## src/sv/rmm_pkg.sv

```systemverilog
// shared types, operation codes and helper functions for the random math and merge alu
// no dependencies
package rmm_pkg;

  // request and result payloads
  typedef struct packed {
    logic        req_type;
    logic [31:0] operand_a;
    logic [31:0] operand_b;
    logic [31:0] math_select;
    logic [31:0] merge_target;
    logic [31:0] merge_select;
  } req_t;

  typedef struct packed {
    logic [31:0] math_value;
    logic [31:0] merged_value;
  } rsp_t;

  // math operation codes, math_select mod 11
  typedef enum logic [3:0] {
    OP_ADD  = 4'd0,
    OP_MULL = 4'd1,
    OP_MULH = 4'd2,
    OP_MIN  = 4'd3,
    OP_ROTL = 4'd4,
    OP_ROTR = 4'd5,
    OP_AND  = 4'd6,
    OP_OR   = 4'd7,
    OP_XOR  = 4'd8,
    OP_CLZ  = 4'd9,
    OP_POPC = 4'd10
  } math_op_e;

  // merge codes, merge_select mod 4
  typedef enum logic [1:0] {
    MRG_MUL_ADD = 2'd0,
    MRG_XOR_MUL = 2'd1,
    MRG_ROTL    = 2'd2,
    MRG_ROTR    = 2'd3
  } merge_op_e;

  // all candidate math results for one request
  typedef struct packed {
    logic [31:0] sum;
    logic [31:0] prod_lo;
    logic [31:0] prod_hi;
    logic [31:0] min_val;
    logic [31:0] rotl_val;
    logic [31:0] rotr_val;
    logic [31:0] and_val;
    logic [31:0] or_val;
    logic [31:0] xor_val;
    logic [6:0]  clz_sum;
    logic [6:0]  popc_sum;
  } ops_t;

  // first pass of mod 11: 256^i mod 11 is 1, 3, 9, 5
  function automatic logic [12:0] mod11_partial(input logic [31:0] x);
    logic [12:0] s;
    s = 13'(x[7:0]) + 13'(x[15:8]) * 13'd3 + 13'(x[23:16]) * 13'd9
      + 13'(x[31:24]) * 13'd5;
    return s;
  endfunction

  // second pass of mod 11 on the partial sum, ends with binary restoring steps
  function automatic logic [3:0] mod11_final(input logic [12:0] s);
    logic [8:0] v1;
    logic [7:0] v2;
    v1 = 9'(s[7:0]) + 9'(s[12:8]) * 9'd3;
    // 16 mod 11 is 5, result stays below 176
    v2 = 8'(v1[3:0]) + 8'(v1[8:4]) * 8'd5;
    if (v2 >= 8'd88) v2 = v2 - 8'd88;
    if (v2 >= 8'd44) v2 = v2 - 8'd44;
    if (v2 >= 8'd22) v2 = v2 - 8'd22;
    if (v2 >= 8'd11) v2 = v2 - 8'd11;
    return v2[3:0];
  endfunction

  function automatic logic [31:0] rotl32(input logic [31:0] x, input logic [4:0] n);
    return (x << n) | (x >> (6'd32 - {1'b0, n}));
  endfunction

  function automatic logic [31:0] rotr32(input logic [31:0] x, input logic [4:0] n);
    return (x >> n) | (x << (6'd32 - {1'b0, n}));
  endfunction

  // leading zeros by binary search, zero gives 32
  function automatic logic [5:0] clz32(input logic [31:0] x);
    logic [5:0]  n;
    logic [31:0] y;
    n = 6'd0;
    y = x;
    if (y[31:16] == 16'd0) begin n = n + 6'd16; y = y << 16; end
    if (y[31:24] == 8'd0) begin n = n + 6'd8; y = y << 8; end
    if (y[31:28] == 4'd0) begin n = n + 6'd4; y = y << 4; end
    if (y[31:30] == 2'd0) begin n = n + 6'd2; y = y << 2; end
    if (!y[31]) begin n = n + 6'd1; y = y << 1; end
    if (!y[31]) n = n + 6'd1;
    return n;
  endfunction

  // population count: nibble counts, then a short sum
  function automatic logic [5:0] popc32(input logic [31:0] x);
    logic [2:0] nib [8];
    logic [5:0] n;
    for (int i = 0; i < 8; i++) begin
      nib[i] = 3'(x[4*i]) + 3'(x[4*i+1]) + 3'(x[4*i+2]) + 3'(x[4*i+3]);
    end
    n = 6'd0;
    for (int i = 0; i < 8; i++) begin
      n = n + 6'(nib[i]);
    end
    return n;
  endfunction

endpackage

```

## src/sv/random_math_merge_alu.sv

```systemverilog
// top level of the random math and merge alu: four-stage pipeline
// depends on rmm_pkg and rmm_ops
//
// Stateless 32-bit ALU that takes one request per cycle while the output is not stalled
// and returns one result per request, in order, from the stage 4 result register.
// Stage 1 reduces math_select toward its mod 11 code; stage 2 finishes the code and
// computes every math candidate, with the 32x32 multiplier setting the clock path;
// stage 3 selects the math value, or operand_b if req_type is clear; stage 4 merges
// it into merge_target and holds the result. A stall on the output backs up stage by
// stage, so the block keeps taking requests until all four stages are full.
module random_math_merge_alu (
  input  logic          clk_i,
  input  logic          rst_ni,
  input  logic          in_valid_i,
  output logic          in_stall_o,
  input  rmm_pkg::req_t in_req_i,
  output logic          out_valid_o,
  input  logic          out_stall_i,
  output rmm_pkg::rsp_t out_rsp_o
);

  // stage valid bits and advance conditions
  logic v1_q, v2_q, v3_q, v4_q;
  logic adv1, adv2, adv3, adv4;

  assign adv4 = !v4_q || !out_stall_i;
  assign adv3 = !v3_q || adv4;
  assign adv2 = !v2_q || adv3;
  assign adv1 = !v1_q || adv2;

  assign in_stall_o  = !adv1;
  assign out_valid_o = v4_q;

  always_ff @(posedge clk_i or negedge rst_ni) begin
    if (!rst_ni) begin
      v1_q <= 1'b0;
      v2_q <= 1'b0;
      v3_q <= 1'b0;
      v4_q <= 1'b0;
    end else begin
      if (adv1) v1_q <= in_valid_i;
      if (adv2) v2_q <= v1_q;
      if (adv3) v3_q <= v2_q;
      if (adv4) v4_q <= v3_q;
    end
  end

  // stage 1: capture request, partial mod 11 of math_select
  rmm_pkg::req_t r1_q;
  logic [12:0]   mod1_q;

  always_ff @(posedge clk_i) begin
    if (adv1) begin
      r1_q   <= in_req_i;
      mod1_q <= rmm_pkg::mod11_partial(in_req_i.math_select);
    end
  end

  // stage 2: operation code, math candidates, merge precomputation
  rmm_pkg::ops_t     ops1;
  rmm_pkg::ops_t     ops2_q;
  rmm_pkg::math_op_e code2_q;
  logic              req2_q;
  logic [31:0]       b2_q;
  logic [31:0]       t2_q;
  logic [31:0]       t33_2_q;
  logic [31:0]       trl2_q;
  logic [31:0]       trr2_q;
  rmm_pkg::merge_op_e mcode2_q;

  rmm_ops u_ops (
    .a_i  (r1_q.operand_a),
    .b_i  (r1_q.operand_b),
    .ops_o(ops1)
  );

  always_ff @(posedge clk_i) begin
    if (adv2) begin
      ops2_q   <= ops1;
      code2_q  <= rmm_pkg::math_op_e'(rmm_pkg::mod11_final(mod1_q));
      req2_q   <= r1_q.req_type;
      b2_q     <= r1_q.operand_b;
      t2_q     <= r1_q.merge_target;
      t33_2_q  <= (r1_q.merge_target << 5) + r1_q.merge_target;
      trl2_q   <= rmm_pkg::rotl32(r1_q.merge_target, r1_q.merge_select[20:16]);
      trr2_q   <= rmm_pkg::rotr32(r1_q.merge_target, r1_q.merge_select[20:16]);
      mcode2_q <= rmm_pkg::merge_op_e'(r1_q.merge_select[1:0]);
    end
  end

  // stage 3: select the math value, or operand_b when req_type is clear
  logic [31:0]        math_sel;
  logic [31:0]        val3_q;
  logic [31:0]        t3_q;
  logic [31:0]        t33_3_q;
  logic [31:0]        trl3_q;
  logic [31:0]        trr3_q;
  rmm_pkg::merge_op_e mcode3_q;

  always_comb begin
    unique case (code2_q)
      rmm_pkg::OP_ADD:  math_sel = ops2_q.sum;
      rmm_pkg::OP_MULL: math_sel = ops2_q.prod_lo;
      rmm_pkg::OP_MULH: math_sel = ops2_q.prod_hi;
      rmm_pkg::OP_MIN:  math_sel = ops2_q.min_val;
      rmm_pkg::OP_ROTL: math_sel = ops2_q.rotl_val;
      rmm_pkg::OP_ROTR: math_sel = ops2_q.rotr_val;
      rmm_pkg::OP_AND:  math_sel = ops2_q.and_val;
      rmm_pkg::OP_OR:   math_sel = ops2_q.or_val;
      rmm_pkg::OP_XOR:  math_sel = ops2_q.xor_val;
      rmm_pkg::OP_CLZ:  math_sel = 32'(ops2_q.clz_sum);
      rmm_pkg::OP_POPC: math_sel = 32'(ops2_q.popc_sum);
      default:          math_sel = ops2_q.sum;
    endcase
  end

  always_ff @(posedge clk_i) begin
    if (adv3) begin
      val3_q   <= req2_q ? math_sel : b2_q;
      t3_q     <= t2_q;
      t33_3_q  <= t33_2_q;
      trl3_q   <= trl2_q;
      trr3_q   <= trr2_q;
      mcode3_q <= mcode2_q;
    end
  end

  // stage 4: merge into the target and hold the result
  logic [31:0] tx;
  logic [31:0] merged;
  rmm_pkg::rsp_t rsp4_q;

  assign tx = t3_q ^ val3_q;

  always_comb begin
    unique case (mcode3_q)
      rmm_pkg::MRG_MUL_ADD: merged = t33_3_q + val3_q;
      rmm_pkg::MRG_XOR_MUL: merged = (tx << 5) + tx;
      rmm_pkg::MRG_ROTL:    merged = trl3_q ^ val3_q;
      rmm_pkg::MRG_ROTR:    merged = trr3_q ^ val3_q;
      default:              merged = trr3_q ^ val3_q;
    endcase
  end

  always_ff @(posedge clk_i) begin
    if (adv4) begin
      rsp4_q.math_value   <= val3_q;
      rsp4_q.merged_value <= merged;
    end
  end

  assign out_rsp_o = rsp4_q;

endmodule

```

## src/sv/rmm_ops.sv

```systemverilog
// candidate math results for one operand pair, including the 32x32 product
// depends on rmm_pkg
module rmm_ops (
  input  logic [31:0]   a_i,
  input  logic [31:0]   b_i,
  output rmm_pkg::ops_t ops_o
);

  logic [63:0] prod;

  // full product serves both multiply low and multiply high
  assign prod = 64'(a_i) * 64'(b_i);

  always_comb begin
    ops_o.sum      = a_i + b_i;
    ops_o.prod_lo  = prod[31:0];
    ops_o.prod_hi  = prod[63:32];
    ops_o.min_val  = (a_i < b_i) ? a_i : b_i;
    ops_o.rotl_val = rmm_pkg::rotl32(a_i, b_i[4:0]);
    ops_o.rotr_val = rmm_pkg::rotr32(a_i, b_i[4:0]);
    ops_o.and_val  = a_i & b_i;
    ops_o.or_val   = a_i | b_i;
    ops_o.xor_val  = a_i ^ b_i;
    ops_o.clz_sum  = 7'(rmm_pkg::clz32(a_i)) + 7'(rmm_pkg::clz32(b_i));
    ops_o.popc_sum = 7'(rmm_pkg::popc32(a_i)) + 7'(rmm_pkg::popc32(b_i));
  end

endmodule
```

## config.mk

```make
export PLATFORM = sky130hd
export DESIGN_NAME = random_math_merge_alu
export DESIGN_NICKNAME = d
export VERILOG_FILES = /design/src/sv/rmm_pkg.sv /design/src/sv/random_math_merge_alu.sv /design/src/sv/rmm_ops.sv
export SDC_FILE = /design/constraint.sdc
export NUM_CORES = 2
export LEC_CHECK = 0
export BUFFER_PORTS_ARGS = -buffer_cell sky130_fd_sc_hd__buf_2
export CAP_MARGIN = 20
export CELL_PAD_IN_SITES_DETAIL_PLACEMENT = 0
export CELL_PAD_IN_SITES_GLOBAL_PLACEMENT = 1
export CORE_ASPECT_RATIO = 0.9
export CORE_MARGIN = 3
export CORE_UTILIZATION = 47
export DETAILED_ROUTE_END_ITERATION = 12
export PLACE_DENSITY_LB_ADDON = 0.1
export SETUP_SLACK_MARGIN = 0.02
export SLEW_MARGIN = 20
export SYNTH_ARGS = -nofsm -noshare
export SYNTH_HDL_FRONTEND = slang
export SYNTH_HIERARCHICAL = 1
export SYNTH_SLANG_ARGS = --single-unit
```

## constraint.sdc

```tcl
create_clock -name clk_i -period 22.2 [get_ports clk_i]
set_clock_uncertainty 0.15 [all_clocks]
set_input_delay 1.11 -clock clk_i [delete_from_list [all_inputs] [get_ports clk_i]]
set_output_delay 1.11 -clock clk_i [all_outputs]
set_load 0.005 [all_outputs]
```

Yosys cells after proc, flatten, opt, wreduce, memory -nomap -nowiden
Index checks and enable logic that the tools add are counted.
{ "totals": {"register_bits": 830, "output_inout_bits": 66, "word_cells": 220} }
{ "classes": {"addsub": 89, "n_mul": 6, "magnitude_cmp": 5, "eq_ne": 13, "shifts": 8, "n_mux": 33, "n_bitwise": 10, "n_reduce_logical": 19} }
{ "op_table": {"columns": ["cell", "count"], "rows": [
  ["$mux W32", 12],
  ["$pmux W32 S10", 1],
  ["$or A32 B32 Y32", 5],
  ["$add A32 B32 Y32", 4],
  ["$pmux W32 S4", 1],
  ["$xor A32 B32 Y32", 4],
  ["$add A3 B1 Y3", 32],
  ["$add A6 B3 Y6", 12],
  ["$mul A32 B32 Y64", 1],
  ["$shl A32 B5 Y32", 2],
  ["$shl A32 B6 Y32", 2],
  ["$shr A32 B5 Y32", 2],
  ["$shr A32 B6 Y32", 2],
  ["$mux W6", 10],
  ["$mux W8", 6],
  ["$add A1 B1 Y2", 16],
  ["$and A32 B32 Y32", 1],
  ["$logic_not A16 Y1", 2],
  ["$lt A32 B32 Y1", 1],
  ["$add A6 B1 Y6 const B", 4],
  ["$eq A4 B3 Y1 const B", 4],
  ["$logic_not A8 Y1", 2],
  ["$add A6 B6 Y7", 2],
  ["$add A11 B12 Y13", 1],
  ["34 further kinds", 54]
]} }

Longest topological paths before layout
{ "logic_depth": {"word_depth": 15, "depth_mapped": 36, "ltp_nobuf": 35} }

Cells and area by module
Netlist, hierarchy kept.
{ "modules_own_cells": {"columns": ["module", "n_inst", "cells_per_inst", "area_each_um2"], "rows": [
  ["rmm_ops", 1, 5378, 43257.7],
  ["random_math_merge_alu", 1, 3172, 40121.0]
]} }

Worst setup path before layout
No wires, ideal clock.
{ "synth_path": {"kind": "input to register", "start": "input out_stall_i", "end": "register b2_q[0], enable pin", "arrival_time_ns": 8.781, "required_time_ns": 18.701, "path_slack_ns": 9.920, "stages": 2, "n_path_buf": 0, "path_cell_list": "and3_1 > nand2_1"} }
{ "synth_via": {"elab_chain_cells": 4} }
{ "synth_lines": {"columns": ["item", "line", "source"], "rows": [
  ["start, declared", "random_math_merge_alu.sv:18", "input logic out_stall_i,"],
  ["$logic_not A1 Y1", "random_math_merge_alu.sv:26", "assign adv4 = !v4_q || !out_stall_i;"],
  ["$logic_or A1 B1 Y1", "random_math_merge_alu.sv:26", null],
  ["$logic_or A1 B1 Y1", "random_math_merge_alu.sv:27", "assign adv3 = !v3_q || adv4;"],
  ["$logic_or A1 B1 Y1", "random_math_merge_alu.sv:28", "assign adv2 = !v2_q || adv3;"],
  ["net adv2", "random_math_merge_alu.sv:24", "logic adv1, adv2, adv3, adv4;"],
  ["end signal, assigned", "random_math_merge_alu.sv:82", "b2_q <= r1_q.operand_b;"],
  ["end, declared", "random_math_merge_alu.sv:64", "logic [31:0] b2_q;"]
]} }
The timed path passes the listed nets, and every way through them passes these cells.
A chain may end at the register's enable or synchronous reset.

==> impl_metrics.csv <==
group,metric,value,unit
synth,yosys_warnings,6,
cells_and_area,final_nets,10278,
global_route,grt_pass1_vias,65933,
detailed_routing,drt-total-wl,348000,um
timing,tightest_slew,1.26,ns
global_route,grt_pass1_wl,493000,um
setup_path,critPathTopFamily,"adder cells",
synth,async_reset_ff_frac,0.00496,
worst_hold_path,hp-start,"t33_2_q[25]",
clock_network,post_cts_buffers,0,
clock_network,htreeDepth,3,
clock_network,clk_path_buf_depth,3,
setup_path,worst_path_max_delay_cell,"edfxtp_1",
worst_hold_path,hold_path.class,"reg2reg",
floorplan,start_util,0.473,
synth,ys_types,118,
synth,synth_top_area_frac,0.289,
setup_path,worst-path-buf-inv,4,
synth,yosys.area_share.simple,0.118,
timing,period_needed,10.52,ns
setup_path,rrSetupSlack,11.68,ns
setup_path,crit_required,22.45,ns
timing,max_slew_margin,0.152,
global_route,grt_max_degree,97,
clock_network,clk_pin_slew_worst_paths,0.06,ns
clock_network,cts_root_buf,"clkbuf_16",
timing,rsz0062_at_grt,"false",
setup_path,cp_max_fo,20,
timing,fmax,0.0950,GHz
job,maxCapViolCount,0,
floorplan,die_h,406,um
cells_and_area,synthToLayoutAreaGrowth,8.70,%
detailed_routing,drc_errors,0,
synth,synthFlopType,"edfxtp_1",
setup_path,critPathMaxStageDelay,0.99,ns
clock_network,clk_latency,0.79,ns
clock_network,cts_resized,0,
setup_path,path_common_cell,"fa_1",
floorplan,fp.dieW,450,um
synth,synth_compound_area_frac,0.132,
global_route,grt_overflow,0,
synth,netlist_instances,8550,
timing,min_period_over_period,0.474,
clock_network,cts_hold_buffers,1,
global_route,grt_use_total,0.381,
status,status,"completed",
cells_and_area,n_fill_cell,16351,
setup_path,critPathCaptureType,"flip-flop",
place,port_buffers,205,
synth,synth_xor_area_frac,0.0259,
cells_and_area,final_common_cell,"inv_1",
setup_path,r2r_start,"r1_q[105]",
setup_path,path_cells,"buf_4 > inv_2 > nor2_1 > fa_1 > fa_1 > inv_1 > fa_1 > fa_1 > inv_1 > fa_1 > fa_1 > fa_1 > fa_1 > ha_1 > a21o_1 > a21o_1 > nor4b_1 > a21oi_1 > and3_1 > nor3_1 > o21bai_1 > xnor2_1",
timing,report.final.slew_viol_count,0,
global_route,antenna_found_initial,53,
floorplan,top_level_ports,231,
synth,synth_top_family_by_area,"adder cells",
worst_hold_path,whs_path_depth,0,
timing,finalSetupViolations,0,
clock_network,cts_made_buffers,91,
cells_and_area,final_cell_mix,"inv_1 (1,107), fa_1 (995), nor2_1 (975), nand2_1 (934), edfxtp_1 (802)",
detailed_routing,routedWlPerCell,31.6,um
timing,layout_setup_ws,11.68,ns
setup_path,worstRegToRegCells,22,
place,gp_congestion,0.994,
detailed_routing,drtAntennaViolNets,0,
timing,setup_tns,0,ns
place,dpl.hpwl,260000,um
synth,synth-seq-cells,806,
worst_hold_path,hold_end,"t33_3_q[25]",
cells_and_area,largest_reg_flops,302,
detailed_routing,dr.pass1.iters,7,
synth,synthTopCellsByArea,"edfxtp_1 (29%), fa_1 (24%), ha_1 (8.1%)",
floorplan,core_region_area,0.176,mm2
synth,synthMuxAreaShare,0.0385,
floorplan,row_count,146,
detailed_routing,drt_iter0_drc,8823,
setup_path,startpoint_type,"flip-flop",
clock_network,clock_sinks,806,
synth,synthesis.area,0.0834,mm2
place,pre_cts_slack,11.99,ns
synth,avgSynthCellArea,9.75,um2
synth,yosysSeqAreaShare,0.290,
clock_network,cts_tree,"yes",
cells_and_area,drive_gt1_frac,0.0873,
cells_and_area,largest-register,"ops2_q",
synth,yosysTopAreaCell,"edfxtp_1",
setup_path,arrival,10.77,ns
detailed_routing,viasPerCell,6.13,
timing,holdWs,0.223,ns
floorplan,die-area,0.182,mm2
synth,syn_nets,10250,
detailed_routing,vias,67658,
timing,finalHoldViolCount,0,
setup_path,r2r-end,"ops2_q[212]",
synth,synthAdderAreaFrac,0.320,
setup_path,path_class,"reg2reg",
synth,synth_edf_count,802,
[synthesized netlist by cell type, types with 43 or more instances]
master	number
inv_1	1118
fa_1	995
nor2_1	980
nand2_1	936
edfxtp_1	802
ha_1	540
a21oi_1	491
clkbuf_1	402
o21ai_0	372
mux2i_1	187
xnor2_1	140
a21o_1	109
xor2_1	103
a211oi_1	97
buf_1	92
nand3_1	85
o211ai_1	80
a22oi_1	74
nor3_1	61
o221ai_1	61
nor2b_1	49
mux4_2	48
and2_1	43
[per-layer routing]
metal / track usage / vias to the layer above / share of wire
met5: 0 / - / 0.00022
met4: 0.158 / 12 / 0.049
met3: 0.121 / 660 / 0.13
met2: 0.522 / 3756 / 0.40
met1: 0.553 / 34363 / 0.43
li1: - / 28867 / -
[metrics by stage]
| stage | area, um2 | utilization | instances |
|---|---|---|---|
| floorplan | 83400 | - | 8550 |
| CTS | 90600 | 0.514 | 11020 |
| global placement | 87400 | 0.496 | 10852 |
| global route | 90600 | 0.514 | 11020 |
| detailed placement | 87400 | 0.496 | 10852 |
| finish | 90600 | 0.515 | 11033 |
[final cells by class]
| cell class | instances | area (um2) | area share |
|---|---|---|---|
| inverters | 1156 | 4350 | 0.0479 |
| repair buffers | 444 | 2840 | 0.0313 |
| well taps | 2368 | 2960 | 0.0327 |
| clock inverters | 62 | 850 | 0.00937 |
| multi-input cells | 6079 | 53100 | 0.586 |
| clock buffers | 105 | 2330 | 0.0257 |
| diodes | 13 | 32.5 | 0.000359 |
| flip-flops and latches | 806 | 24200 | 0.267 |
[how the worst max path moves through the flow]
| stage | from | depth (start not counted) | slack [ns] | to |
|---|---|---|---|---|
| after floorplan | out_stall_i | 2 | 9.92 | b2_q[0] |
| after global placement | r1_q[105] | 22 | 12.07 | ops2_q[212] |
| after detailed placement | r1_q[105] | 22 | 11.99 | ops2_q[212] |
| after CTS | r1_q[105] | 22 | 11.97 | ops2_q[212] |
| after global routing | r1_q[105] | 22 | 11.62 | ops2_q[212] |
| final | r1_q[105] | 22 | 11.68 | ops2_q[212] |
[logic make-up (layout without fill, tap and decap cells)]
family | after synthesis | in the layout
flops | 806 | 806
mux | 258 | 258
simple gates | 2346 | 2346
compound gates | 1695 | 1695
fa+ha+maj | 1535 | 1535
other cells | 0 | 13
xor+xnor | 245 | 245
buf+inv | 1665 | 1767
Power is not shown: default switching activity piles up to over one toggle a cycle in this logic, so the estimate is an artifact.
